[src/hw/rtl/postfix_expression_evaluator_top_macros.svh]
// postfix_expression_evaluator_top_macros.svh: assertion macros for the evaluator rtl
// no dependencies; define NO_ASSERTIONS to compile the checks out
`ifndef POSTFIX_EXPRESSION_EVALUATOR_TOP_MACROS_SVH
`define POSTFIX_EXPRESSION_EVALUATOR_TOP_MACROS_SVH
`ifndef NO_ASSERTIONS
// condition holds at every clock edge out of reset
`define PEV_ASSERT_ALWAYS(label, clk, rst_n, cond) \
    label: assert property (@(posedge clk) disable iff (!rst_n) (cond)) \
        else $error("pev assertion failed: invariant");
// antecedent implies consequent in the same cycle
`define PEV_ASSERT_IMPLIES(label, clk, rst_n, ante, cons) \
    label: assert property (@(posedge clk) disable iff (!rst_n) (ante) |-> (cons)) \
        else $error("pev assertion failed: implication");
// antecedent implies consequent in the next cycle
`define PEV_ASSERT_NEXT(label, clk, rst_n, ante, cons) \
    label: assert property (@(posedge clk) disable iff (!rst_n) (ante) |=> (cons)) \
        else $error("pev assertion failed: next-cycle implication");
`else
`define PEV_ASSERT_ALWAYS(label, clk, rst_n, cond)
`define PEV_ASSERT_IMPLIES(label, clk, rst_n, ante, cons)
`define PEV_ASSERT_NEXT(label, clk, rst_n, ante, cons)
`endif
`endif

[src/hw/rtl/pev_pkg.sv]
// pev_pkg: widths, default stack depth, character codes and status codes of the postfix evaluator
// no dependencies
`timescale 1ns / 1ps
`default_nettype none

package pev_pkg;

    // fixed field widths
    localparam int DATA_W   = 32;
    localparam int TOKEN_W  = 8;
    localparam int STATUS_W = 3;

    // default stack size
    localparam int PEV_STACK_DEPTH = 8;

    // token characters
    localparam logic [TOKEN_W-1:0] CH_PLUS  = 8'h2B;
    localparam logic [TOKEN_W-1:0] CH_MINUS = 8'h2D;
    localparam logic [TOKEN_W-1:0] CH_MUL   = 8'h2A;
    localparam logic [TOKEN_W-1:0] CH_DIV   = 8'h2F;
    localparam logic [TOKEN_W-1:0] CH_0     = 8'h30;
    localparam logic [TOKEN_W-1:0] CH_9     = 8'h39;

    // status codes
    localparam logic [STATUS_W-1:0] ST_OK        = 3'd0;
    localparam logic [STATUS_W-1:0] ST_OVERFLOW  = 3'd1;
    localparam logic [STATUS_W-1:0] ST_UNDERFLOW = 3'd2;
    localparam logic [STATUS_W-1:0] ST_DIVZERO   = 3'd3;
    localparam logic [STATUS_W-1:0] ST_INVALID   = 3'd4;

endpackage

`default_nettype wire

[src/hw/rtl/postfix_expression_evaluator_top.sv]
// postfix_expression_evaluator_top: postfix calculator on a ram-based operand stack
// depends on pev_pkg and postfix_expression_evaluator_top_macros.svh
// a word runs exec, divide (/ only), then finish, which waits for a free output register
// in_stall holds off the next word until finish is done (32-step restoring divider)
// reset (rst_n, async, active low) empties the stack; stack ram contents are not cleared
`timescale 1ns / 1ps
`default_nettype none
`include "postfix_expression_evaluator_top_macros.svh"

module postfix_expression_evaluator_top
    import pev_pkg::*;
#(
    parameter int STACK_DEPTH = PEV_STACK_DEPTH
)
(
    input  wire logic                             clk,
    input  wire logic                             rst_n,
    input  wire logic                             in_valid,
    output logic                                  in_stall,
    input  wire logic [TOKEN_W-1:0]               token,
    input  wire logic                             last_token,
    output logic                                  out_valid,
    input  wire logic                             out_stall,
    output logic signed [DATA_W-1:0]              top_value,
    output logic [STATUS_W-1:0]                   status,
    output logic [$clog2(STACK_DEPTH+1)-1:0]      depth,
    output logic                                  expression_done
);

    localparam int AW     = $clog2(STACK_DEPTH);
    localparam int CW     = $clog2(STACK_DEPTH + 1);
    localparam int ITER_W = $clog2(DATA_W);

    // sequencer states
    localparam logic [1:0] S_IDLE   = 2'd0;
    localparam logic [1:0] S_EXEC   = 2'd1;
    localparam logic [1:0] S_DIV    = 2'd2;
    localparam logic [1:0] S_FINISH = 2'd3;

    logic [1:0]          state_reg,      state_next;
    logic [TOKEN_W-1:0]  tok_reg,        tok_next;
    logic                last_reg,       last_next;
    logic [CW-1:0]       count_reg,      count_next;
    logic [DATA_W-1:0]   top_reg,        top_next;
    logic [DATA_W-1:0]   res_reg,        res_next;
    logic [STATUS_W-1:0] stat_reg,       stat_next;
    logic                write_reg,      write_next;
    logic                push_reg,       push_next;
    logic [DATA_W-1:0]   quo_reg,        quo_next;
    logic [DATA_W-1:0]   rem_reg,        rem_next;
    logic [DATA_W-1:0]   mb_reg,         mb_next;
    logic                neg_reg,        neg_next;
    logic [ITER_W-1:0]   iter_reg,       iter_next;
    logic                out_valid_reg,  out_valid_next;
    logic [DATA_W-1:0]   out_top_reg,    out_top_next;
    logic [STATUS_W-1:0] out_status_reg, out_status_next;
    logic [CW-1:0]       out_depth_reg,  out_depth_next;
    logic                out_done_reg,   out_done_next;

    // stack memory
    logic [DATA_W-1:0]   stack_mem [STACK_DEPTH];
    logic [DATA_W-1:0]   rd_data_reg;
    logic                mem_we;
    logic [AW-1:0]       mem_waddr;

    logic                in_accept;
    logic                out_free;
    logic [CW-1:0]       cnt_m2;
    logic [CW-1:0]       cnt_p1;
    logic [CW-1:0]       cnt_m1;
    logic                is_digit;
    logic                is_op;
    logic [DATA_W-1:0]   opa;
    logic [DATA_W-1:0]   opb;
    logic [DATA_W:0]     rem_shift;
    logic [DATA_W:0]     rem_diff;
    logic [DATA_W-1:0]   quo_step;
    logic [DATA_W-1:0]   rem_step;
    logic [CW-1:0]       new_count;
    logic [DATA_W-1:0]   new_top;

    assign in_stall        = (state_reg != S_IDLE);
    assign in_accept       = in_valid && !in_stall;
    assign out_free        = !out_valid_reg || !out_stall;
    assign out_valid       = out_valid_reg;
    assign top_value       = out_top_reg;
    assign status          = out_status_reg;
    assign depth           = out_depth_reg;
    assign expression_done = out_done_reg;

    assign cnt_m2 = count_reg - CW'(2);
    assign cnt_m1 = count_reg - CW'(1);
    assign cnt_p1 = count_reg + CW'(1);

    // token classes and operands (deeper entry from ram, top from register)
    assign is_digit = (tok_reg >= CH_0) && (tok_reg <= CH_9);
    assign is_op    = (tok_reg == CH_PLUS) || (tok_reg == CH_MINUS) ||
                      (tok_reg == CH_MUL) || (tok_reg == CH_DIV);
    assign opa      = rd_data_reg;
    assign opb      = top_reg;

    // one restoring divide step on magnitudes
    assign rem_shift = {rem_reg, quo_reg[DATA_W-1]};
    assign rem_diff  = rem_shift - {1'b0, mb_reg};
    assign quo_step  = {quo_reg[DATA_W-2:0], ~rem_diff[DATA_W]};
    assign rem_step  = rem_diff[DATA_W] ? rem_shift[DATA_W-1:0] : rem_diff[DATA_W-1:0];

    // stack after a successful token
    always_comb
    begin
        new_count = count_reg;
        new_top   = top_reg;
        if (write_reg)
        begin
            new_top   = res_reg;
            new_count = push_reg ? cnt_p1 : cnt_m1;
        end
    end

    // ram write back, only when the result can be handed over
    assign mem_we    = (state_reg == S_FINISH) && out_free && write_reg;
    assign mem_waddr = push_reg ? count_reg[AW-1:0] : cnt_m2[AW-1:0];

    always_ff @(posedge clk)
    begin
        if (mem_we)
        begin
            stack_mem[mem_waddr] <= res_reg;
        end
    end

    // read of the deeper operand, issued when the word is accepted
    always_ff @(posedge clk)
    begin
        if (in_accept)
        begin
            rd_data_reg <= stack_mem[cnt_m2[AW-1:0]];
        end
    end

    // sequencer
    always_comb
    begin
        state_next      = state_reg;
        tok_next        = tok_reg;
        last_next       = last_reg;
        count_next      = count_reg;
        top_next        = top_reg;
        res_next        = res_reg;
        stat_next       = stat_reg;
        write_next      = write_reg;
        push_next       = push_reg;
        quo_next        = quo_reg;
        rem_next        = rem_reg;
        mb_next         = mb_reg;
        neg_next        = neg_reg;
        iter_next       = iter_reg;
        out_valid_next  = out_valid_reg && out_stall;
        out_top_next    = out_top_reg;
        out_status_next = out_status_reg;
        out_depth_next  = out_depth_reg;
        out_done_next   = out_done_reg;

        case (state_reg)
            S_IDLE:
            begin
                if (in_accept)
                begin
                    tok_next   = token;
                    last_next  = last_token;
                    state_next = S_EXEC;
                end
            end

            S_EXEC:
            begin
                stat_next  = ST_OK;
                write_next = 1'b0;
                push_next  = 1'b0;
                state_next = S_FINISH;
                if (is_digit)
                begin
                    if (count_reg >= CW'(STACK_DEPTH))
                    begin
                        stat_next = ST_OVERFLOW;
                    end
                    else
                    begin
                        res_next   = DATA_W'(tok_reg - CH_0);
                        write_next = 1'b1;
                        push_next  = 1'b1;
                    end
                end
                else if (is_op)
                begin
                    if (count_reg < CW'(2))
                    begin
                        stat_next = ST_UNDERFLOW;
                    end
                    else
                    begin
                        case (tok_reg)
                            CH_PLUS:
                            begin
                                res_next   = opa + opb;
                                write_next = 1'b1;
                            end
                            CH_MINUS:
                            begin
                                res_next   = opa - opb;
                                write_next = 1'b1;
                            end
                            CH_MUL:
                            begin
                                res_next   = DATA_W'(opa * opb);
                                write_next = 1'b1;
                            end
                            default:
                            begin
                                // division
                                if (opb == '0)
                                begin
                                    stat_next = ST_DIVZERO;
                                end
                                else
                                begin
                                    quo_next   = opa[DATA_W-1] ? (DATA_W'(0) - opa) : opa;
                                    mb_next    = opb[DATA_W-1] ? (DATA_W'(0) - opb) : opb;
                                    rem_next   = '0;
                                    neg_next   = opa[DATA_W-1] ^ opb[DATA_W-1];
                                    iter_next  = '0;
                                    state_next = S_DIV;
                                end
                            end
                        endcase
                    end
                end
                else
                begin
                    stat_next = ST_INVALID;
                end
            end

            S_DIV:
            begin
                quo_next  = quo_step;
                rem_next  = rem_step;
                iter_next = iter_reg + ITER_W'(1);
                if (iter_reg == ITER_W'(DATA_W - 1))
                begin
                    res_next   = neg_reg ? (DATA_W'(0) - quo_step) : quo_step;
                    write_next = 1'b1;
                    push_next  = 1'b0;
                    state_next = S_FINISH;
                end
            end

            S_FINISH:
            begin
                if (out_free)
                begin
                    out_valid_next  = 1'b1;
                    out_top_next    = (new_count != '0) ? new_top : '0;
                    out_status_next = stat_reg;
                    out_depth_next  = new_count;
                    out_done_next   = last_reg;
                    top_next        = new_top;
                    count_next      = last_reg ? '0 : new_count;
                    state_next      = S_IDLE;
                end
            end

            default:
            begin
                state_next = S_IDLE;
            end
        endcase
    end

    // control registers
    always_ff @(posedge clk or negedge rst_n)
    begin
        if (!rst_n)
        begin
            state_reg     <= S_IDLE;
            count_reg     <= '0;
            out_valid_reg <= 1'b0;
        end
        else
        begin
            state_reg     <= state_next;
            count_reg     <= count_next;
            out_valid_reg <= out_valid_next;
        end
    end

    // datapath registers
    always_ff @(posedge clk)
    begin
        tok_reg        <= tok_next;
        last_reg       <= last_next;
        top_reg        <= top_next;
        res_reg        <= res_next;
        stat_reg       <= stat_next;
        write_reg      <= write_next;
        push_reg       <= push_next;
        quo_reg        <= quo_next;
        rem_reg        <= rem_next;
        mb_reg         <= mb_next;
        neg_reg        <= neg_next;
        iter_reg       <= iter_next;
        out_top_reg    <= out_top_next;
        out_status_reg <= out_status_next;
        out_depth_reg  <= out_depth_next;
        out_done_reg   <= out_done_next;
    end

    // checks
    `PEV_ASSERT_ALWAYS(a_count_bound, clk, rst_n, count_reg <= CW'(STACK_DEPTH))
    `PEV_ASSERT_IMPLIES(a_div_nonzero, clk, rst_n, state_reg == S_DIV, mb_reg != '0)
    `PEV_ASSERT_IMPLIES(a_push_room, clk, rst_n, mem_we && push_reg, count_reg < CW'(STACK_DEPTH))
    `PEV_ASSERT_IMPLIES(a_pop_two, clk, rst_n, mem_we && !push_reg, count_reg >= CW'(2))
    `PEV_ASSERT_IMPLIES(a_empty_zero, clk, rst_n, out_valid_reg && out_depth_reg == '0, out_top_reg == '0)
    `PEV_ASSERT_NEXT(a_done_clears, clk, rst_n, (state_reg == S_FINISH) && out_free && last_reg, count_reg == '0)

endmodule

`default_nettype wire

[config.mk]
export PLATFORM = sky130hd
export DESIGN_NAME = postfix_expression_evaluator_top
export DESIGN_NICKNAME = d
export VERILOG_FILES = /design/src/hw/rtl/pev_pkg.sv /design/src/hw/rtl/postfix_expression_evaluator_top.sv
export VERILOG_INCLUDE_DIRS = /design/src /design/src/hw/rtl
export SDC_FILE = /design/constraint.sdc
export NUM_CORES = 2
export LEC_CHECK = 0
export ABC_CLOCK_PERIOD_IN_PS = 22500
export BUFFER_PORTS_ARGS = -buffer_cell sky130_fd_sc_hd__buf_2
export CAP_MARGIN = 15
export CORE_UTILIZATION = 35
export DETAILED_ROUTE_END_ITERATION = 8
export PLACE_DENSITY = 0.56
export SYNTH_ARGS = -nofsm -noshare
export SYNTH_HDL_FRONTEND = slang
export SYNTH_SLANG_ARGS = --single-unit
export TNS_END_PERCENT = 100
[constraint.sdc]
create_clock -name clk -period 22.5 [get_ports clk]
set_clock_uncertainty 0.1 [all_clocks]
set_input_delay 4.5 -clock clk [delete_from_list [all_inputs] [get_ports clk]]
set_output_delay 4.5 -clock clk [all_outputs]
set_load 0.05 [all_outputs]
=== Yosys cells after proc, flatten, opt, wreduce, memory -nomap -nowiden ===
Memory sizes are Yosys's and may differ from the RTL's. A register that Yosys moved wholly into a read port is not among the register bits.
Index checks and enable logic that the tools add are counted.

* Add/subtract/negate cells: 11
* Multipliers: 1
* Order comparisons: 4
* Equality and inequality tests: 20
* Multiplexer cells: 63
* Bitwise operators: 6
* Reductions and logical operators: 25

{| class="wikitable"
|+ Operators by type and width
! kind !! count
|-
| 2-to-1 mux 32 bit || 19
|-
| one-hot mux 32 bit (2 select lines) || 3
|-
| one-hot mux 32 bit (3 select lines) || 1
|-
| subtractor 1 x 32 -> 32 bit, first input constant || 3
|-
| subtractor 33 x 32 -> 33 bit || 1
|-
| adder 32 bit || 1
|-
| equality test 8 x 6 -> 1 bit, second input constant || 4
|-
| zero test 32 bit || 1
|-
| multiplier 32 x 32 -> 32 bit || 1
|-
| subtractor 32 bit || 1
|-
| 2-to-1 mux 31 bit || 1
|-
| 2-to-1 mux 5 bit || 5
|-
| 2-to-1 mux 1 bit || 18
|-
| AND reduction 6 bit || 3
|-
| != test 2 bit, second input constant || 8
|-
| 2-to-1 mux 2 bit || 6
|-
| 2-to-1 mux 4 bit || 3
|-
| one-hot mux 5 bit (2 select lines) || 1
|-
| 2-to-1 mux 3 bit || 3
|-
| != test 3 bit, second input constant || 3
|-
| subtractor 8 x 6 -> 9 bit, second input constant || 1
|-
| greater-or-equal comparator 8 x 6 -> 1 bit, second input constant || 1
|-
| less-or-equal comparator 8 x 6 -> 1 bit, second input constant || 1
|-
| one-hot mux 2 bit (4 select lines) || 1
|-
| 22 further kinds || 40
|}

* Register bits after elaboration: 227
* Bits in writable memories: 256
* Input port bits: 13
* Output and inout bits: 42
* Word-level logic and storage cells: 151
* Memories kept: 1

{| class="wikitable"
|+ Memories
! memory !! depth !! bits a word !! read ports !! clocked after Yosys merged registers in !! wr ports !! line !! RTL
|-
| stack_mem || 8 || 32 || 1 || 1 || 1 || postfix_expression_evaluator_top.sv:61 || <nowiki>logic [DATA_W-1:0] stack_mem [STACK_DEPTH];</nowiki>
|}

=== Logic depth before layout (Yosys ltp) ===
* Word-level depth: 8
* Depth in mapped cells: 28
* Depth with buffers taken out: 26

=== Least setup slack after synthesis ===
OpenSTA, ideal clock, no wires.

* Path type: input-to-reg
* From: in out_stall
* To: mem stack_mem[0][0], enable pin
* Setup time: 461 ps
* Arrival: 8832 ps
* Required time: 21939 ps
* Path slack: 13108 ps
* Stages on the path: 5
* Cell sequence: nand2_1 nand2_1 inv_1 nand3_1 nor3_1

* Word-level cells in the longest chain between the ends: 6

{| class="wikitable"
|+ Ends and longest elaborated chain
! item !! line !! RTL
|-
| from (decl) || postfix_expression_evaluator_top.sv:23 || <nowiki>input wire logic out_stall,</nowiki>
|-
| zero test 1 bit || postfix_expression_evaluator_top.sv:84 || <nowiki>assign out_free = !out_valid_reg || !out_stall;</nowiki>
|-
| logical OR 1 bit || postfix_expression_evaluator_top.sv:84 ||
|-
| logical AND 1 bit (2 in a row) || postfix_expression_evaluator_top.sv:121 || <nowiki>assign mem_we = (state_reg == S_FINISH) && out_free && write_reg;</nowiki>
|-
| 2-to-1 mux 1 bit || postfix_expression_evaluator_top.sv:126 || <nowiki>if (mem_we)</nowiki>
|-
| 2-to-1 mux 1 bit (not written as such) || postfix_expression_evaluator_top.sv:128 || <nowiki>stack_mem[mem_waddr] <= res_reg;</nowiki>
|-
| to (decl) || postfix_expression_evaluator_top.sv:61 ||
|}

Every way passes these cells.

=== Final worst setup path ===
* From: reg top_reg[3], in the netlist opb[3]
* To: reg res_reg[31], data pin

* Word-level cells in the longest chain between the ends: 6
* Elaborated cells between the ends (all ways): 8
* Those cells by class: add/sub: 2; mul: 1; mux: 5

{| class="wikitable"
|+ Ends and longest elaborated chain
! item !! line !! RTL
|-
| from (decl) || postfix_expression_evaluator_top.sv:44 || <nowiki>logic [DATA_W-1:0] top_reg, top_next;</nowiki>
|-
| from (signal assigned) || postfix_expression_evaluator_top.sv:302 || <nowiki>top_reg <= top_next;</nowiki>
|-
| multiplier 32 x 32 -> 32 bit (tied with other cells) || postfix_expression_evaluator_top.sv:215 || <nowiki>res_next = DATA_W'(opa * opb);</nowiki>
|-
| one-hot mux 32 bit (3 select lines) * || postfix_expression_evaluator_top.sv:202 || <nowiki>case (tok_reg)</nowiki>
|-
| 2-to-1 mux 32 bit * || postfix_expression_evaluator_top.sv:196 || <nowiki>if (count_reg < CW'(2))</nowiki>
|-
| 2-to-1 mux 32 bit * || postfix_expression_evaluator_top.sv:194 || <nowiki>else if (is_op)</nowiki>
|-
| 2-to-1 mux 32 bit * || postfix_expression_evaluator_top.sv:181 || <nowiki>if (is_digit)</nowiki>
|-
| one-hot mux 32 bit (2 select lines) * || postfix_expression_evaluator_top.sv:164 || <nowiki>case (state_reg)</nowiki>
|-
| named net res_next[31] || postfix_expression_evaluator_top.sv:45 || <nowiki>logic [DATA_W-1:0] res_reg, res_next;</nowiki>
|-
| to (signal assigned) || postfix_expression_evaluator_top.sv:303 || <nowiki>res_reg <= res_next;</nowiki>
|-
| to (decl) || postfix_expression_evaluator_top.sv:45 ||
|}

Mark *: on every way through the listed nets, which the timed path passes. The rest lies on a longest branch. The select of a mux whose other input is x is not followed.
A chain may end at the register's enable or synchronous reset.

==> impl_metrics.env <==
export IMPL_status="complete, no violations"
export IMPL_start_util_pct=35.3
export IMPL_drc_errors=0
export IMPL_rows=127
export IMPL_cts_tree="done"
export IMPL_synthFlopType="edfxtp_1"
export IMPL_nNetsFinal=4555
export IMPL_io_buffers=54
export IMPL_crit_fanout=21
export IMPL_path_buf_inv=3
export IMPL_crit_arrival_ns=8.60
export IMPL_yosysWarnings=0
export IMPL_clk_pin_slew_ns=0.07
export IMPL_syn2layout_area_growth_pct=9.98
export IMPL_htreeDepth=2
export IMPL_finalSetupViolations=0
export IMPL_slew_headroom_pct=20.5
export IMPL_nFillCells=11700
export IMPL_worstSetupEndpointType="register"
export IMPL_yosysMostFrequentCell="edfxtp_1"
export IMPL_grtUsageTotal_pct=21.9
export IMPL_synth_edf_count=508
export IMPL_overflow=0
export IMPL_synth_area_leaders="edfxtp_1 36%, fa_1 19%, ha_1 5.9%"
export IMPL_post_place_ws_ns=14.45
export IMPL_via_per_inst=5.36
export IMPL_synth_compound_area_share_pct=9.14
export IMPL_cts_root_buf="clkbuf_16"
export IMPL_post_cts_setup_buffers=0
export IMPL_drive_gt1_share_pct=8.90
export IMPL_tightestPinTransition_ns=1.19
export IMPL_gp_congestion=0.936
export IMPL_synthCells=3960
export IMPL_clkLatencyLatePin_ns=0.72
export IMPL_async_reset_ff_share_pct=1.36
export IMPL_maxSlewViolCount=0
export IMPL_diodes=0
export IMPL_syn_mean_instance_area_um2=10.7
export IMPL_ys_types=70
export IMPL_hold_slack_ns=0.319
export IMPL_synthAdderAreaFrac_pct=25.4
export IMPL_synth_top_cell_area_share_pct=36.0
export IMPL_ys_top_cells_by_count="508 x edfxtp_1, 493 x nand2_1, 452 x inv_1, 411 x fa_1, 318 x and2_1"
export IMPL_grt_pass1_wl_mm=198
export IMPL_cts_sinks=515
export IMPL_fin_crit_ns=8.26
export IMPL_cts_buffers=61
export IMPL_synth_xor_area_share_pct=4.98
export IMPL_grt_max_degree=87
export IMPL_first_pass_iters=5
export IMPL_setup_ws_ns=14.24
export IMPL_critPathMaxStageDelay_ns=0.71
export IMPL_dieArea_um2=122000
export IMPL_crit_family="adder cells"
export IMPL_fp_dieW_um=350
export IMPL_critPathMostFrequentCell="fa_1"
export IMPL_ctsHoldBuffers=0
export IMPL_worstSetupStartpointType="register"
export IMPL_yosys_area_share_simple_pct=13.7
export IMPL_path_class="register to register"
export IMPL_drt_initial_drc_count=2572
export IMPL_fmaxAchievable_mhz=121
export IMPL_totalWireLength_mm=132
export IMPL_die_y_um=350
export IMPL_dr_total_vias=30000
export IMPL_finalSetupTns_ns=0
export IMPL_largest_reg_flops=256
export IMPL_synthesis_nets=4585
export IMPL_cts_resized=0
export IMPL_wl_per_cell_um=23.7
export IMPL_core_um2=120000
export IMPL_clk_path_buf_depth=3
export IMPL_largest_register="stack_mem"
export IMPL_syn_cell_area_um2=42300
export IMPL_dpl_hpwl_mm=91.2
export IMPL_finalHoldViolCount=0
export IMPL_synth_top_family_by_area="adder cells"
export IMPL_yosysSeqAreaShare_pct=36.4
export IMPL_io_pins=55
export IMPL_period_share_pct=36.7
export IMPL_grt_setup_unrepaired="no"
export IMPL_crit_slowest_cell="edfxtp_1"
export IMPL_synth_area_mux_share_pct=4.30
export IMPL_cp_data_required_time_ns=22.84
export IMPL_hold_path_class="register to register"
export IMPL_yosys_register_bits=515
export IMPL_postRouteAntennaNets=0
export IMPL_grt_pass1_vias=30100
export IMPL_maxCapViolCount=0
export IMPL_cp_cell_sequence="buf_4 > and2_1 > fa_1 > inv_1 > fa_1 > fa_1 > fa_1 > inv_1 > ha_1 > ha_1 > fa_1 > fa_1 > ha_1 > or3_1 > a211oi_1 > a221oi_1 > o21ai_0 > nand4_1 > a31oi_1 > o21ai_0 > xnor2_1 > a221oi_1 > a21oi_1"
export IMPL_antenna_found_initial=4
export IMPL_synth_top_area_cell="edfxtp_1"
## routing by layer
layer | routed length [um] | GRT usage, %
met4 | 5360 | 8.50
met3 | 10800 | 4.14
met5 | 10 | 0
met1 | 57400 | 30.2
met2 | 58700 | 33.9
## layout make-up
cell class              count  area, um2  area share (%)
clock buffers              69       1560            3.34
clock inverters            42        455           0.978
inverters                 452       1700            3.65
multi-input cells        2758      24500            52.5
flip-flops and latches    515      15400            33.2
well taps                1612       2020            4.33
repair buffers            142        931            2.00
## path summary, 6_finish.rpt
path	startpoint	to	slack, ns	cells after the start
worst max-delay path	opb[3]	res_reg[31]	14.24	23
worst min-delay path	stat_reg[2]	status[2]	0.32	0
worst max register to register	opb[3]	res_reg[31]	14.24	23
worst min register to register	stat_reg[2]	status[2]	0.32	0
max in group asynchronous	rst_n	count_reg[1]	18.58	1
min in group asynchronous	rst_n	state_reg[0]	3.52	1
## cells in the final DEF, fill, tap and decap left out, types with 16 or more instances in the layout
master	netlist	routed
edfxtp_1	508	508
nand2_1	493	493
inv_1	452	450
fa_1	411	411
and2_1	318	317
o21ai_0	206	206
ha_1	201	200
xnor2_1	143	142
a21oi_1	119	118
nor2_1	116	110
xor2_1	98	97
buf_4	0	88
mux2i_1	65	65
clkbuf_16	0	61
buf_2	2	54
nor3_1	43	40
nand3_1	37	37
mux2_2	36	36
or3_1	35	35
mux4_2	34	34
a21o_1	32	32
o41a_1	32	32
nand2b_1	30	30
o31ai_1	29	29
o21a_1	23	23
a31oi_1	23	23
a211oi_1	21	21
o211ai_1	16	16
## cells by family (layout without fill, tap and decap cells)
family / Yosys count / in the layout
simple gates: 1171 / 1171
buf+inv: 687 / 705
fa+ha+maj: 612 / 612
compound gates: 599 / 599
flops: 515 / 515
xor+xnor: 241 / 241
mux: 135 / 135
## metrics by stage
stage | util (%) | cells | cell area (um2)
2_1_floorplan | - | 3960 | 42300
3_3_place_gp | 37.1 | 5479 | 44600
3_5_place_dp | 37.1 | 5479 | 44600
4_1_cts | 38.8 | 5590 | 46600
5_1_grt | 38.8 | 5590 | 46600
6_report | 38.8 | 5590 | 46600
Power is not shown: default switching activity piles up to over one toggle a cycle in this logic, so the estimate is an artifact.
